### src/pru_pkg.sv
// ----------------------------------------------------------------------------
// pru_pkg
// Shared types and constants of the pixel replicate upscaler.
// ----------------------------------------------------------------------------
package pru_pkg;

    localparam int COORD_W  = 11;
    localparam int COLOR_W  = 32;
    localparam int ADDR_W   = 24;
    localparam int SCALE_W  = 2;
    localparam int MODE_W   = 2;
    localparam int PITCH_W  = 13;
    localparam int PADDR_W  = 5;
    localparam int PDATA_W  = 32;
    localparam int CMP_W    = 14;

    localparam int DEF_MAX_WIDTH  = 1920;
    localparam int DEF_MAX_HEIGHT = 1080;
    localparam int DEF_MAX_SCALE  = 3;

    localparam int QUEUE_DEPTH = 2;

    localparam logic [2:0] REG_OUTPUT_ENABLE = 3'd0;
    localparam logic [2:0] REG_SCALE         = 3'd1;
    localparam logic [2:0] REG_COLOR_MODE    = 3'd2;
    localparam logic [2:0] REG_PHYS_WIDTH    = 3'd3;
    localparam logic [2:0] REG_PHYS_HEIGHT   = 3'd4;
    localparam logic [2:0] REG_PITCH_WORDS   = 3'd5;

    localparam logic [MODE_W-1:0] MODE_PASS        = 2'd0;
    localparam logic [MODE_W-1:0] MODE_CLEAR_ALPHA = 2'd1;
    localparam logic [MODE_W-1:0] MODE_RGB565      = 2'd2;

    typedef struct packed {
        logic                output_enable;
        logic [SCALE_W-1:0]  scale;
        logic [MODE_W-1:0]   color_mode;
        logic [COORD_W-1:0]  phys_width;
        logic [COORD_W-1:0]  phys_height;
        logic [PITCH_W-1:0]  pitch_words;
    } cfg_t;

    typedef struct packed {
        logic [COORD_W-1:0]  px0;
        logic [COORD_W-1:0]  py0;
        logic [COLOR_W-1:0]  color;
        logic [SCALE_W-1:0]  scale;
    } block_t;

endpackage

### src/pru_regs.sv
// ----------------------------------------------------------------------------
// pru_regs
// Configuration register file behind the APB-style port.
// ----------------------------------------------------------------------------
module pru_regs
    import pru_pkg::*;
(
    input  logic               clk,
    input  logic               rst_n,
    input  logic               psel,
    input  logic               penable,
    input  logic               pwrite,
    input  logic [PADDR_W-1:0] paddr,
    input  logic [PDATA_W-1:0] pwdata,
    output logic [PDATA_W-1:0] prdata,
    output logic               pready,
    output cfg_t               cfg
);

    cfg_t       cfg_reg;
    logic       wr_en;
    logic [2:0] reg_index;

    assign pready    = 1'b1;
    assign wr_en     = psel && penable && pwrite;
    assign reg_index = paddr[PADDR_W-1:2];
    assign cfg       = cfg_reg;

    always_ff @(posedge clk or negedge rst_n)
    begin
        if (!rst_n)
        begin
            cfg_reg.output_enable <= 1'b0;
            cfg_reg.scale         <= SCALE_W'(1);
            cfg_reg.color_mode    <= MODE_PASS;
            cfg_reg.phys_width    <= '0;
            cfg_reg.phys_height   <= '0;
            cfg_reg.pitch_words   <= '0;
        end
        else if (wr_en)
        begin
            case (reg_index)
                REG_OUTPUT_ENABLE: cfg_reg.output_enable <= pwdata[0];
                REG_SCALE:         cfg_reg.scale         <= pwdata[SCALE_W-1:0];
                REG_COLOR_MODE:    cfg_reg.color_mode    <= pwdata[MODE_W-1:0];
                REG_PHYS_WIDTH:    cfg_reg.phys_width    <= pwdata[COORD_W-1:0];
                REG_PHYS_HEIGHT:   cfg_reg.phys_height   <= pwdata[COORD_W-1:0];
                REG_PITCH_WORDS:   cfg_reg.pitch_words   <= pwdata[PITCH_W-1:0];
                default:           ;
            endcase
        end
    end

    always_comb
    begin
        prdata = '0;
        case (reg_index)
            REG_OUTPUT_ENABLE: prdata = PDATA_W'(cfg_reg.output_enable);
            REG_SCALE:         prdata = PDATA_W'(cfg_reg.scale);
            REG_COLOR_MODE:    prdata = PDATA_W'(cfg_reg.color_mode);
            REG_PHYS_WIDTH:    prdata = PDATA_W'(cfg_reg.phys_width);
            REG_PHYS_HEIGHT:   prdata = PDATA_W'(cfg_reg.phys_height);
            REG_PITCH_WORDS:   prdata = PDATA_W'(cfg_reg.pitch_words);
            default:           prdata = '0;
        endcase
    end

endmodule

### src/pru_front.sv
// ----------------------------------------------------------------------------
// pru_front
// Accepts pixel beats, drops those off frame, reduces colour, builds a block.
// ----------------------------------------------------------------------------
module pru_front
    import pru_pkg::*;
#(
    parameter int MAX_WIDTH  = DEF_MAX_WIDTH,
    parameter int MAX_HEIGHT = DEF_MAX_HEIGHT,
    parameter int MAX_SCALE  = DEF_MAX_SCALE
)
(
    input  logic               in_valid,
    output logic               in_stall,
    input  logic [COORD_W-1:0] src_x,
    input  logic [COORD_W-1:0] src_y,
    input  logic [COLOR_W-1:0] pixel_color,
    input  cfg_t               cfg,
    input  logic               queue_full,
    output logic               push,
    output block_t             push_block
);

    localparam logic [CMP_W-1:0]     MAX_W_C = CMP_W'(MAX_WIDTH);
    localparam logic [CMP_W-1:0]     MAX_H_C = CMP_W'(MAX_HEIGHT);
    localparam logic [SCALE_W+1:0]   MAX_S_C = (SCALE_W+2)'(MAX_SCALE);

    logic [SCALE_W-1:0]  s_eff;
    logic [CMP_W-1:0]    w_eff;
    logic [CMP_W-1:0]    h_eff;
    logic [CMP_W-1:0]    x_end;
    logic [CMP_W-1:0]    y_end;
    logic [CMP_W-1:0]    x_base;
    logic [CMP_W-1:0]    y_base;
    logic                in_frame;
    logic [COLOR_W-1:0]  color_red;

    function automatic logic [COLOR_W-1:0] reduce_color(
        input logic [MODE_W-1:0]  mode,
        input logic [COLOR_W-1:0] c
    );
        logic [COLOR_W-1:0] r;
        begin
            case (mode)
                MODE_CLEAR_ALPHA: r = {8'h00, c[23:0]};
                MODE_RGB565:      r = {8'h00, c[23:16] & 8'hF8, c[15:8] & 8'hFC,
                                       c[7:0] & 8'hF8};
                default:          r = c;
            endcase
            return r;
        end
    endfunction

    always_comb
    begin
        if (cfg.scale == '0)
            s_eff = SCALE_W'(1);
        else if ((SCALE_W+2)'(cfg.scale) > MAX_S_C)
            s_eff = MAX_S_C[SCALE_W-1:0];
        else
            s_eff = cfg.scale;

        w_eff = (CMP_W'(cfg.phys_width) > MAX_W_C) ? MAX_W_C : CMP_W'(cfg.phys_width);
        h_eff = (CMP_W'(cfg.phys_height) > MAX_H_C) ? MAX_H_C : CMP_W'(cfg.phys_height);

        x_base = CMP_W'(src_x) * CMP_W'(s_eff);
        y_base = CMP_W'(src_y) * CMP_W'(s_eff);
        x_end  = x_base + CMP_W'(s_eff);
        y_end  = y_base + CMP_W'(s_eff);

        in_frame  = (x_end <= w_eff) && (y_end <= h_eff);
        color_red = reduce_color(cfg.color_mode, pixel_color);
    end

    assign in_stall         = queue_full;
    assign push             = in_valid && !queue_full && cfg.output_enable && in_frame;
    assign push_block.px0   = x_base[COORD_W-1:0];
    assign push_block.py0   = y_base[COORD_W-1:0];
    assign push_block.color = color_red;
    assign push_block.scale = s_eff;

endmodule

### src/pru_queue.sv
// ----------------------------------------------------------------------------
// pru_queue
// Short register queue of pixel blocks between front and back.
// ----------------------------------------------------------------------------
module pru_queue
    import pru_pkg::*;
#(
    parameter int DEPTH = QUEUE_DEPTH
)
(
    input  logic   clk,
    input  logic   rst_n,
    input  logic   push,
    input  block_t push_block,
    input  logic   pop,
    output logic   full,
    output logic   head_valid,
    output block_t head_block
);

    localparam int PTR_W = (DEPTH > 1) ? $clog2(DEPTH) : 1;
    localparam int CNT_W = $clog2(DEPTH + 1);
    localparam logic [CNT_W-1:0] DEPTH_C = CNT_W'(DEPTH);
    localparam logic [PTR_W-1:0] LAST_C  = PTR_W'(DEPTH - 1);

    block_t            entry_reg [DEPTH];
    logic [PTR_W-1:0]  wr_ptr_reg;
    logic [PTR_W-1:0]  rd_ptr_reg;
    logic [CNT_W-1:0]  count_reg;
    logic              do_push;
    logic              do_pop;

    assign full       = (count_reg == DEPTH_C);
    assign head_valid = (count_reg != '0);
    assign head_block = entry_reg[rd_ptr_reg];
    assign do_push    = push && !full;
    assign do_pop     = pop && head_valid;

    always_ff @(posedge clk)
    begin
        if (do_push)
            entry_reg[wr_ptr_reg] <= push_block;
    end

    always_ff @(posedge clk or negedge rst_n)
    begin
        if (!rst_n)
        begin
            wr_ptr_reg <= '0;
            rd_ptr_reg <= '0;
            count_reg  <= '0;
        end
        else
        begin
            if (do_push)
                wr_ptr_reg <= (wr_ptr_reg == LAST_C) ? '0 : wr_ptr_reg + PTR_W'(1);
            if (do_pop)
                rd_ptr_reg <= (rd_ptr_reg == LAST_C) ? '0 : rd_ptr_reg + PTR_W'(1);
            if (do_push && !do_pop)
                count_reg <= count_reg + CNT_W'(1);
            else if (do_pop && !do_push)
                count_reg <= count_reg - CNT_W'(1);
        end
    end

endmodule

### src/pru_back.sv
// ----------------------------------------------------------------------------
// pru_back
// Walks each block dy then dx and drives the registered write beats.
// ----------------------------------------------------------------------------
module pru_back
    import pru_pkg::*;
(
    input  logic               clk,
    input  logic               rst_n,
    input  logic [PITCH_W-1:0] pitch_words,
    input  logic               head_valid,
    input  block_t             head_block,
    output logic               pop,
    output logic               out_valid,
    input  logic               out_stall,
    output logic [ADDR_W-1:0]  word_address,
    output logic [COLOR_W-1:0] out_color,
    output logic               last_write
);

    logic [SCALE_W-1:0]  dx_reg, dx_next;
    logic [SCALE_W-1:0]  dy_reg, dy_next;
    logic                out_valid_reg, out_valid_next;
    logic [ADDR_W-1:0]   addr_reg, addr_next;
    logic [COLOR_W-1:0]  color_reg, color_next;
    logic                last_reg, last_next;
    logic                advance;
    logic                row_end;
    logic                blk_end;
    logic [SCALE_W-1:0]  s_top;
    logic [COORD_W-1:0]  px;
    logic [COORD_W-1:0]  py;
    logic [ADDR_W-1:0]   row_off;

    assign advance = !out_valid_reg || !out_stall;
    assign s_top   = head_block.scale - SCALE_W'(1);
    assign row_end = (dx_reg == s_top);
    assign blk_end = row_end && (dy_reg == s_top);
    assign px      = head_block.px0 + COORD_W'(dx_reg);
    assign py      = head_block.py0 + COORD_W'(dy_reg);
    assign row_off = ADDR_W'(py) * ADDR_W'(pitch_words);
    assign pop     = advance && head_valid && blk_end;

    always_comb
    begin
        dx_next        = dx_reg;
        dy_next        = dy_reg;
        out_valid_next = out_valid_reg;
        addr_next      = addr_reg;
        color_next     = color_reg;
        last_next      = last_reg;
        if (advance)
        begin
            out_valid_next = head_valid;
            if (head_valid)
            begin
                addr_next  = row_off + ADDR_W'(px);
                color_next = head_block.color;
                last_next  = blk_end;
                if (blk_end)
                begin
                    dx_next = '0;
                    dy_next = '0;
                end
                else if (row_end)
                begin
                    dx_next = '0;
                    dy_next = dy_reg + SCALE_W'(1);
                end
                else
                begin
                    dx_next = dx_reg + SCALE_W'(1);
                end
            end
        end
    end

    always_ff @(posedge clk or negedge rst_n)
    begin
        if (!rst_n)
        begin
            dx_reg        <= '0;
            dy_reg        <= '0;
            out_valid_reg <= 1'b0;
        end
        else
        begin
            dx_reg        <= dx_next;
            dy_reg        <= dy_next;
            out_valid_reg <= out_valid_next;
        end
    end

    always_ff @(posedge clk)
    begin
        addr_reg  <= addr_next;
        color_reg <= color_next;
        last_reg  <= last_next;
    end

    assign out_valid    = out_valid_reg;
    assign word_address = addr_reg;
    assign out_color    = color_reg;
    assign last_write   = last_reg;

    // counters stay inside the block
    a_dx_in_block: assert property (@(posedge clk) disable iff (!rst_n)
        head_valid |-> (dx_reg <= s_top) && (dy_reg <= s_top))
        else $error("replication counter beyond block size");

    // a non-final beat leaves its block queued, so another beat follows
    a_block_continues: assert property (@(posedge clk) disable iff (!rst_n)
        out_valid_reg && !out_stall && !last_reg |=> out_valid_reg)
        else $error("block ended without a final beat");

    // counters restart after a block leaves the queue
    a_restart: assert property (@(posedge clk) disable iff (!rst_n)
        pop |=> (dx_reg == '0) && (dy_reg == '0))
        else $error("counters not cleared after block end");

endmodule

### src/pixel_replicate_upscaler.sv
// ----------------------------------------------------------------------------
// pixel_replicate_upscaler
// Integer nearest-neighbour upscaler: one pixel in, scale-by-scale writes out.
// ----------------------------------------------------------------------------
//   channel   direction  handshake                payload
//   pixel     in         in_valid / in_stall      src_x, src_y, pixel_color
//   write     out        out_valid / out_stall    word_address, out_color, last_write
//   config    in         psel/penable/pwrite      paddr, pwdata, prdata, pready
//
//   front accepts one pixel beat per cycle; in_stall rises only when the queue is full
//   back emits one write beat per cycle while out_stall is low, scale*scale beats per pixel
//   a pixel beat is registered in the queue, then in the output register; off-frame pixels are dropped
//   reset restores register defaults and empties the queue and output register
//   out_stall holds the output register; the queue lets the front keep going
// ----------------------------------------------------------------------------
module pixel_replicate_upscaler
    import pru_pkg::*;
#(
    parameter int MAX_WIDTH  = DEF_MAX_WIDTH,
    parameter int MAX_HEIGHT = DEF_MAX_HEIGHT,
    parameter int MAX_SCALE  = DEF_MAX_SCALE
)
(
    input  logic               clk,
    input  logic               rst_n,
    input  logic               psel,
    input  logic               penable,
    input  logic               pwrite,
    input  logic [PADDR_W-1:0] paddr,
    input  logic [PDATA_W-1:0] pwdata,
    output logic [PDATA_W-1:0] prdata,
    output logic               pready,
    input  logic               in_valid,
    output logic               in_stall,
    input  logic [COORD_W-1:0] src_x,
    input  logic [COORD_W-1:0] src_y,
    input  logic [COLOR_W-1:0] pixel_color,
    output logic               out_valid,
    input  logic               out_stall,
    output logic [ADDR_W-1:0]  word_address,
    output logic [COLOR_W-1:0] out_color,
    output logic               last_write
);

    cfg_t   cfg;
    logic   push;
    block_t push_block;
    logic   queue_full;
    logic   pop;
    logic   head_valid;
    block_t head_block;

    pru_regs u_regs (
        .clk     (clk),
        .rst_n   (rst_n),
        .psel    (psel),
        .penable (penable),
        .pwrite  (pwrite),
        .paddr   (paddr),
        .pwdata  (pwdata),
        .prdata  (prdata),
        .pready  (pready),
        .cfg     (cfg)
    );

    pru_front #(
        .MAX_WIDTH  (MAX_WIDTH),
        .MAX_HEIGHT (MAX_HEIGHT),
        .MAX_SCALE  (MAX_SCALE)
    ) u_front (
        .in_valid    (in_valid),
        .in_stall    (in_stall),
        .src_x       (src_x),
        .src_y       (src_y),
        .pixel_color (pixel_color),
        .cfg         (cfg),
        .queue_full  (queue_full),
        .push        (push),
        .push_block  (push_block)
    );

    pru_queue #(
        .DEPTH (QUEUE_DEPTH)
    ) u_queue (
        .clk        (clk),
        .rst_n      (rst_n),
        .push       (push),
        .push_block (push_block),
        .pop        (pop),
        .full       (queue_full),
        .head_valid (head_valid),
        .head_block (head_block)
    );

    pru_back u_back (
        .clk          (clk),
        .rst_n        (rst_n),
        .pitch_words  (cfg.pitch_words),
        .head_valid   (head_valid),
        .head_block   (head_block),
        .pop          (pop),
        .out_valid    (out_valid),
        .out_stall    (out_stall),
        .word_address (word_address),
        .out_color    (out_color),
        .last_write   (last_write)
    );

endmodule

### config.mk
export PLATFORM = sky130hd
export DESIGN_NAME = pixel_replicate_upscaler
export DESIGN_NICKNAME = d
export VERILOG_FILES = /design/src/pru_pkg.sv /design/src/pru_regs.sv /design/src/pru_front.sv /design/src/pru_queue.sv /design/src/pru_back.sv /design/src/pixel_replicate_upscaler.sv
export SDC_FILE = /design/constraint.sdc
export NUM_CORES = 1
export LEC_CHECK = 0
export BUFFER_PORTS_ARGS = -buffer_cell sky130_fd_sc_hd__clkbuf_2
export CORE_ASPECT_RATIO = 0.5
export CORE_UTILIZATION = 52
export CTS_BUF_LIST = sky130_fd_sc_hd__clkbuf_8
export CTS_CLUSTER_DIAMETER = 120
export CTS_CLUSTER_SIZE = 8
export DETAILED_ROUTE_END_ITERATION = 16
export GPL_TIMING_DRIVEN = 0
export HOLD_SLACK_MARGIN = 0.08
export PLACE_DENSITY_LB_ADDON = 0.3
export SETUP_SLACK_MARGIN = 0.5
export SYNTH_ARGS = -nofsm -noshare
export SYNTH_HDL_FRONTEND = slang
export SYNTH_SLANG_ARGS = --single-unit
### constraint.sdc
create_clock -name clk -period 11.1 [get_ports clk]
set_input_delay 0.555 -clock clk [delete_from_list [all_inputs] [get_ports clk]]
set_output_delay 0.555 -clock clk [all_outputs]
set_load 0.01 [all_outputs]
== Yosys cells after proc, flatten, opt, wreduce, memory -nomap -nowiden ==
Memory sizes are Yosys's and may differ from the RTL's.
Index checks and enable logic that the tools add are counted.

* Bits in registers: 106
* Latch bits: 0
* Bits in writable memories: 112
* Memory bits (read-only): 0
* Input port bits: 98
* Logic and storage cells: 92
* Memories kept: 1

{| class="wikitable"
|+ Memory list
! name !! depth !! bits a word !! read ports !! clocked after Yosys merged registers in !! wr ports !! RTL line !! RTL
|-
| u_queue.entry_reg || 2 || 56 || 1 || 0 || 1 || pru_queue.sv:26 || <nowiki>block_t entry_reg [DEPTH];</nowiki>
|}

* Add/sub/neg operators: 12
* $mul: 3
* Divide/modulo/power cells: 0
* Order comparisons: 4
* Equality and inequality tests: 10
* Shift operators: 0
* Mux-type cells: 15
* Bitwise logic cells: 0
* Reductions and logical operators: 32

{| class="wikitable"
|+ Operators by type and width
! operator !! number
|-
| 13-bit case mux with 6 select lines || 1
|-
| 32-bit case mux with 2 select lines || 1
|-
| 13-bit by 2-bit adder with 14-bit output || 2
|-
| 14-bit less-or-equal comparator || 2
|-
| 11-bit by 2-bit multiplier with 13-bit output || 2
|-
| 24-bit by 11-bit adder with 24-bit output || 1
|-
| 11-bit by 13-bit multiplier with 24-bit output || 1
|-
| 11-bit by 2-bit adder with 11-bit output || 2
|-
| 11-bit > comparator, second input constant || 2
|-
| 11-bit 2-to-1 mux || 2
|-
| 2-bit 2-to-1 mux || 7
|-
| 2-bit AND reduction || 7
|-
| 1-bit logical AND || 13
|-
| 2-bit by 1-bit adder with 2-bit output, second input constant || 3
|-
| 3-bit by 2-bit equality test with 1-bit output, second input constant || 2
|-
| 3-bit equality test, second input constant || 2
|-
| 2-bit nonzero test || 3
|-
| 1-bit zero test || 5
|-
| 2-bit equality test || 2
|-
| 2-bit equality test, second input constant || 2
|-
| 1-bit 2-to-1 mux || 4
|-
| 2-bit by 1-bit subtractor with 2-bit output, second input constant || 2
|-
| 3-bit by 1-bit equality test with 1-bit output, second input constant || 1
|-
| 3-bit zero test || 1
|-
| 5 further kinds || 6
|}

== Longest topological paths before layout ==
Gate-level depths: netlist of run 1.

* Depth after elaboration: 12
* Depth in mapped cells: 35
* Gate-level depth less buffers: 28

== By module ==
A second synthesis of run 1 with hierarchy kept.

* Cell total of the unflattened synthesis: 1452
* Area total of the unflattened synthesis: 16563.4 um^2

{| class="wikitable"
|+ By module, submodules not included
! module !! times used !! cells each !! area an instance (um^2) !! seq. area each (um^2)
|-
| pru_back || 1 || 738 || 7489.7 || 1836.8
|-
| pru_queue || 1 || 193 || 4359.2 || 3463.3
|-
| pru_front || 1 || 361 || 2534.9 || 0.0
|-
| pru_regs || 1 || 160 || 2179.6 || 1002.2
|}

== Least setup slack after synthesis of run 1 ==
OpenSTA, ideal clock, no wires.

* Kind: register to register
* Start: reg u_queue.rd_ptr_reg
* End: reg u_back.addr_reg[20] (netlist: u_back.word_address[20]) (data pin)
* Library setup time: 0.266 ns
* Arrival: 7.789 ns
* Required time: 10.834 ns
* Slack: 3.045 ns
* Cell stages (with the launch flop): 32
* Buffers on the path: 7
* Clock period less this slack: 8.055 ns
* Cells stage by stage: dfrtp_1 > buf_2 > buf_2 > buf_2 > buf_2 > buf_2 > buf_2 > mux2_2 > ha_1 > inv_1 > fa_1 > nor2_1 > nor2b_1 > nand3_1 > xor2_1 > clkbuf_1 > nand2_1 > fa_1 > fa_1 > inv_1 > fa_1 > fa_1 > inv_1 > fa_1 > inv_1 > ha_1 > and4_1 > a21o_1 > o41ai_1 > o31ai_1 > o41ai_1 > xnor2_1

* Longest elaborated chain between the ends: 4

{| class="wikitable"
|+ RTL lines
! item !! RTL line !! RTL
|-
| start, declared || pru_queue.sv:28 || <nowiki>logic [PTR_W-1:0] rd_ptr_reg;</nowiki>
|-
| start signal, assigned || pru_queue.sv:58 || <nowiki>rd_ptr_reg <= (rd_ptr_reg == LAST_C) ? '0 : rd_ptr_reg + PTR_W'(1);</nowiki>
|-
| memory 2 x 56 bit (*) || - ||
|-
| 11-bit by 2-bit adder with 11-bit output || pru_back.sv:40 || <nowiki>assign py = head_block.py0 + COORD_W'(dy_reg);</nowiki>
|-
| 11-bit by 13-bit multiplier with 24-bit output || pru_back.sv:41 || <nowiki>assign row_off = ADDR_W'(py) * ADDR_W'(pitch_words);</nowiki>
|-
| 24-bit by 11-bit adder with 24-bit output (*) || pru_back.sv:57 || <nowiki>addr_next = row_off + ADDR_W'(px);</nowiki>
|-
| end signal, assigned || pru_back.sv:96 || <nowiki>addr_reg <= addr_next;</nowiki>
|-
| end, declared || pru_back.sv:24 || <nowiki>logic [ADDR_W-1:0] addr_reg, addr_next;</nowiki>
|}

Every way passes the cells marked *; elsewhere a longest branch is shown, timed or not.
A chain may end at the register's enable or synchronous reset.

== Worst setup path in the final report of run 1 ==
* Start: reg u_queue.rd_ptr_reg
* End: reg u_back.addr_reg[22] (netlist: u_back.word_address[22]) (data pin)

The elaborated chain is that of the path after synthesis.

==> metrics.txt, run 1 <==
Area growth syn-to-layout=11.8%; Pre-antenna DRT Iters=6; worst setup margin=1.43 ns; Post-CTS Setup Repair Bufs=0; core area=0.0303 sq mm; Post-route DRC=0; Final period util=0.871; DP Worst Slack=1.43 ns; f_max=0.103 GHz; TNS Setup=0 ns; CP max FO=10; Cell Area, Synth=0.0160 sq mm; Die Span X=250 microns; Starting DRT DRC Count=503; Total GRT Usage=0.233; gp weighted congestion=0.915; worst min path class=in2reg; CP max stage cell=o41ai_1; kind of critical path=reg2reg; Synth area leader=edfxtp_1; Starting Density=0.529; worst-margin pin slew=1.26 ns; Post-DP HPWL=28,900 microns; hold slack=0.164 ns; dpl cells=2,012; Root Driver=clkbuf_8; status=complete, no violations; data arrival time of the worst path=10.02 ns; Largest register FFs=112; share of cells above drive strength 1=0.180; TritonCTS clock tree=built; clock-pin slew on the worst setup and hold paths=0.08 ns; Unique masters post-synth=64; # hold bufs at CTS=0; post-route insts no fill=2,055; Required @ worst endpoint=11.45 ns; Ant. Diodes=0; WL final=36,300 microns; Ys Warns=0; Post-synth ARST share=0.225; Max Cap Viol=0; first-pass GRT wire length=57,900 microns; CP endpoint kind=flip-flop; final number of setup-violating endpoints=0; Top delay family on crit path=adder cells; Slew headroom=0.161; I/O pins=190; routed vias=10,900; routed len/inst=17.7 microns; min cycle time layout=9.67 ns; Port Buf Inserts=147; largest net degree at the start of global routing=50; Worst Path Buf+Inv=11; nets@finish=1,973; EDFF count, synth=169; Critical Path Start Type=flip-flop; Final Hold Fails=0; row cnt=45; chip height=126 microns; H-tree depth=1; max-slew violation count=0; Avg Cell Area, Syn=11.1 sq um; cell count after synthesis=1,444; top post-synthesis cells by area=edfxtp_1 32%, fa_1 14%, ha_1 8.9%; Min-Delay Path Depth=1; RSZ-0062 raised after global routing=false; register area share after synthesis=0.393; GR Overflow Total=0; Gates resized, CTS repair=0; Vias/cell=5.29; Reg2Reg Depth=32; die area=0.0316 sq mm; cell count along the critical path=32; share of the synthesized area in the top cell type=0.317; clk_skew=0.0441 ns; vias in the first global route=11,000; Clock Sinks=218; CP peak stage delay=0.57 ns; Synth Register Bits=218; clock latency on the worst-skew pair=0.60 ns; Primary FF master, synth=edfxtp_1; ANT nets after route=0; Longest Clk Path Bufs=3; CTS buffer count=31; initial antenna violation count=1
## cells in the mapped netlist, types with 4 or more instances
library cell / number
a211oi_1: 4
a21o_1: 15
a21oi_1: 39
a31oi_1: 6
a32o_1: 7
a32oi_1: 7
and2_1: 114
and3_1: 10
buf_2: 9
buf_4: 20
clkbuf_1: 37
dfrtp_1: 48
edfxtp_1: 169
fa_1: 115
ha_1: 114
inv_1: 181
mux2_2: 69
mux2i_1: 25
nand2_1: 108
nand2b_1: 20
nand3_1: 20
nand4_1: 9
nor2_1: 46
nor2b_1: 45
nor3_1: 22
nor3b_1: 5
nor4_1: 5
o21a_1: 8
o21ai_0: 35
o21bai_1: 4
o22ai_1: 5
or3_1: 5
xnor2_1: 48
xor2_1: 32
## layout make-up
class,instances,area (sq um)
Multi-Input combinational cell,994,8780
Inverter,182,683
Clock inverter,12,53.8
Timing Repair Buffer,151,816
Tap cell,399,499
Sequential cell,218,6300
Fill cell,2554,12400
Buffer,68,343
Clock buffer,31,427
## final timing paths
kind / slack, ns / endpoint / start
setup / recovery: 1.43 / u_back.word_address[22] / u_queue.rd_ptr_reg
hold / removal: 0.16 / u_queue.entry_reg[0][21] / pixel_color[19]
setup reg to reg: 1.43 / u_back.word_address[22] / u_queue.rd_ptr_reg
hold reg to reg: 0.50 / u_queue.count_reg[1] / u_queue.count_reg[1]
max in group asynchronous: 10.08 / u_regs.cfg[31] / rst_n
min in group asynchronous: 0.25 / u_queue.count_reg[0] / rst_n
## metrics by stage
stage               cell area (sq um)  utilization
finish                          17900        0.591
global route                    17900        0.591
CTS                             17900        0.591
detailed placement              17400        0.575
global placement                17300        0.572
floorplan                       16100            -
## kinds of logic after synthesis
logic type,Yosys count,synth area share
flops,218,0.393
mux,95,0.0655
buf+inv,250,0.0640
other cells,2,0.000469
xor+xnor,80,0.0437
compound gates,148,0.0604
fa+ha+maj,229,0.233
simple gates,422,0.140
## layout by cell type (no fill, tap or decap), drive strengths merged, types with 3 or more instances in the layout
cell and instances:
clkbuf 216, inv 192, edfxtp 169, fa 115, ha 114, and2 114, nand2 108, mux2 69
xnor2 48, dfrtp 48, nor2 46, nor2b 45, a21oi 39, o21ai 36, buf 34, xor2 32
mux2i 25, nor3 22, nand3 21, nand2b 20, conb 20, a21o 15, and3 11, nand4 9
o21a 8, a32oi 7, a32o 7, a31oi 6, or3 6, nor3b 6, o22ai 5, nor4 5
a211oi 5, o21bai 4, and4 3
## per-layer routing
metal  global-route usage  vias to the layer above  share of wire
met3               0.0370                       58          0.049
met4               0.0592                        2          0.022
met2                0.381                      280           0.46
met5                    0                        -        0.00036
li1                     -                     5222              -
met1                0.326                     5317           0.46
Power of run 1 is not shown: default switching activity piles up to over one toggle a cycle in this logic, so the estimate is an artifact.
==> inputs of run 2 (changes only) <==
BUFFER_PORTS_ARGS = unset   (was -buffer_cell sky130_fd_sc_hd__clkbuf_2)
DONT_BUFFER_PORTS = 1   (was unset)
GPL_TIMING_DRIVEN = 1   (was 0)
==> run 2 against run 1 <==
  * Core utilization shrank 2.8 points
  * Clock skew decreased by 0.0059 ns
  * Non-clock buffer count down 188
  * Global-route usage decreased by 1.8 points
  * Setup slack gained 1.5 ns
  * Design area shrank 4.7%
  * Critical path type unchanged
==> metrics.txt, run 2 (synthesized netlist as in run 1, its figures left out) <==
final number of setup-violating endpoints=0 (unchanged); Post-route DRC=0 (unchanged); cell area after layout=0.0171 sq mm (-4.7%); fin util=0.563 (-0.0280); Post-DP HPWL=25,600 microns (-12%); Final Hold Fails=0 (unchanged); crit-path most repeated cell=fa_1; largest net degree at the start of global routing=62 (+24%); share of cells above drive strength 1=0.0892 (-0.0908); gp weighted congestion=0.869 (-5.0%); chip height=126 microns (unchanged); Vias/cell=5.47 (+3.4%); clock-pin slew on the worst setup and hold paths=0.07 ns (about the same); CP max FO=26 (+16); Starting DRT DRC Count=554 (+10%); initial antenna violation count=0 (-1); M2 GR Usage=0.359 (-0.0221); Pre-antenna DRT Iters=5 (-1); RSZ-0062 raised after global routing=false; CP startpoint=u_queue.rd_ptr_reg; Ant. Diodes=0 (unchanged); commonest non-fill, non-tap cell in the layout=inv_1; die area=0.0316 sq mm (unchanged); core area=0.0303 sq mm (unchanged); GR Overflow Total=0 (unchanged); clk_skew=0.0382 ns (-0.00591 ns); vias in the first global route=10,400 (-5.8%); Port Buf Inserts=0 (-100%); Root Driver=clkbuf_8; CP Cell Sequence=mux2i_1 > inv_1 > ha_1 > a21oi_1 > nor3_1 > nand3_1 > xor2_1 > nand2_1 > fa_1 > fa_1 > inv_1 > fa_1 > fa_1 > inv_1 > fa_1 > inv_1 > ha_1 > and4_1 > a21o_1 > o41ai_1 > o31ai_1 > o41ai_1 > xnor2_1; CP peak stage delay=0.81 ns (+0.24 ns); Setup crit end=u_back.word_address[20]; min cycle time layout=8.15 ns (-1.52 ns); status=complete, no violations; nets@finish=1,785 (-9.5%); Critical Path Start Type=flip-flop; CP max stage cell=xor2_1; Area growth syn-to-layout=6.46%; worst min path class=in2reg; FILL cells=2,509 (-1.8%); first-pass GRT wire length=54,100 microns (-6.5%); GRT busiest layer=met2; kind of critical path=reg2reg; H-tree depth=1 (unchanged); f_max=0.123 GHz (+19%); Longest Clk Path Bufs=3 (unchanged); TritonCTS clock tree=built; routed vias=10,200 (-6.0%); Die Span X=250 microns (unchanged); CTS buffer count=31 (unchanged); Gates resized, CTS repair=0 (unchanged); Starting Density=0.529 (unchanged); routed len/inst=17.8 microns (+0.73%); CP endpoint kind=flip-flop; Slew headroom=0.222 (+0.0608); Total GRT Usage=0.215 (-0.0175); Reg2Reg Depth=23 (-28%); row cnt=45 (unchanged); DP Area=0.0164 sq mm (-6.1%); Clock Sinks=218 (unchanged); Worst R2R Setup Slack=2.95 ns (+1.52 ns); global routing usage on met1=0.298 (-0.0280); clock latency on the worst-skew pair=0.59 ns (about the same); worst-margin pin slew=1.16 ns (-0.0955 ns); M3 GR Usage=0.0358 (-0.00124); ANT nets after route=0 (unchanged); WL final=33,300 microns (-8.4%); Max Cap Viol=0 (unchanged); start of the worst register-to-register path=u_queue.rd_ptr_reg; max-slew violation count=0 (unchanged); I/O pins=190 (unchanged); Required @ worst endpoint=11.42 ns (-0.03 ns); commonest cells after routing, fill and taps aside=192 x inv_1, 169 x edfxtp_1, 115 x fa_1, 114 x ha_1, 113 x and2_1; Final period util=0.734 (-0.137); TNS Setup=0 ns (unchanged); FF-to-FF End=u_back.word_address[20]; Largest register FFs=112 (unchanged); data arrival time of the worst path=8.47 ns (-1.55 ns)
run 2: worst min-delay path by stage:
| stage | from | to | slack, ns | cells past startpoint |
|---|---|---|---|---|
| final | pwdata[9] | u_regs.cfg[33] | 0.11 | 2 |
| after global routing | pwdata[10] | u_regs.cfg[34] | 0.08 | 2 |
| after CTS | pwdata[9] | u_regs.cfg[33] | 0.09 | 2 |
| after detailed placement | rst_n | u_queue.count_reg[0] | 0.26 | 0 |
| after global placement | rst_n | u_back.out_valid | 0.26 | 0 |
| after floorplan | rst_n | u_back.dx_reg[0] | 0.26 | 0 |
run 2: metrics by stage:
step                      worst slack (ns)  hold slack (ns)  instances
final                                 2.95            0.115       1868
after floorplan                       3.05            0.259       1462
after global placement                3.19            0.261       1804
after global routing                  2.50           0.0816       1868
after detailed placement              2.99            0.261       1804
after CTS                             2.97           0.0881       1868
run 2: layout make-up:
type	count	area [sq um]	area share
Multi-Input combinational cell	994	8790	0.515
Clock inverter	13	57.6	0.00337
Clock buffer	31	427	0.0250
Timing Repair Buffer	31	300	0.0176
Sequential cell	218	6300	0.370
Inverter	182	683	0.0400
Tap cell	399	499	0.0293
run 2: critical path: cells and delay by family, from the launching register on:
kind | cells | cell delay, ns
adder cells (fa/ha/maj) | 7 | 3.27
AO/OA/AOI/OAI | 5 | 1.55
XOR/XNOR | 2 | 0.92
AND/OR/NAND/NOR | 4 | 0.88
flip-flops | 1 | 0.66
multiplexers | 1 | 0.36
buffers and inverters | 4 | 0.23
run 2: timing repair:
action | 4_1_cts | 5_1_grt
endpoints found under the setup margin | 0 | 0
buffers inserted | 0 | 0
hold endpoints to repair | 83 | 0
hold buffers | 20 | 0
run 2: layer usage:
layer | up-vias | routed length (microns)
met5 | - | 0
li1 | 4855 | -
met3 | 38 | 1850
met4 | 0 | 507
met1 | 5059 | 15400
met2 | 271 | 15500
Power of run 2 is left out for the same reason.
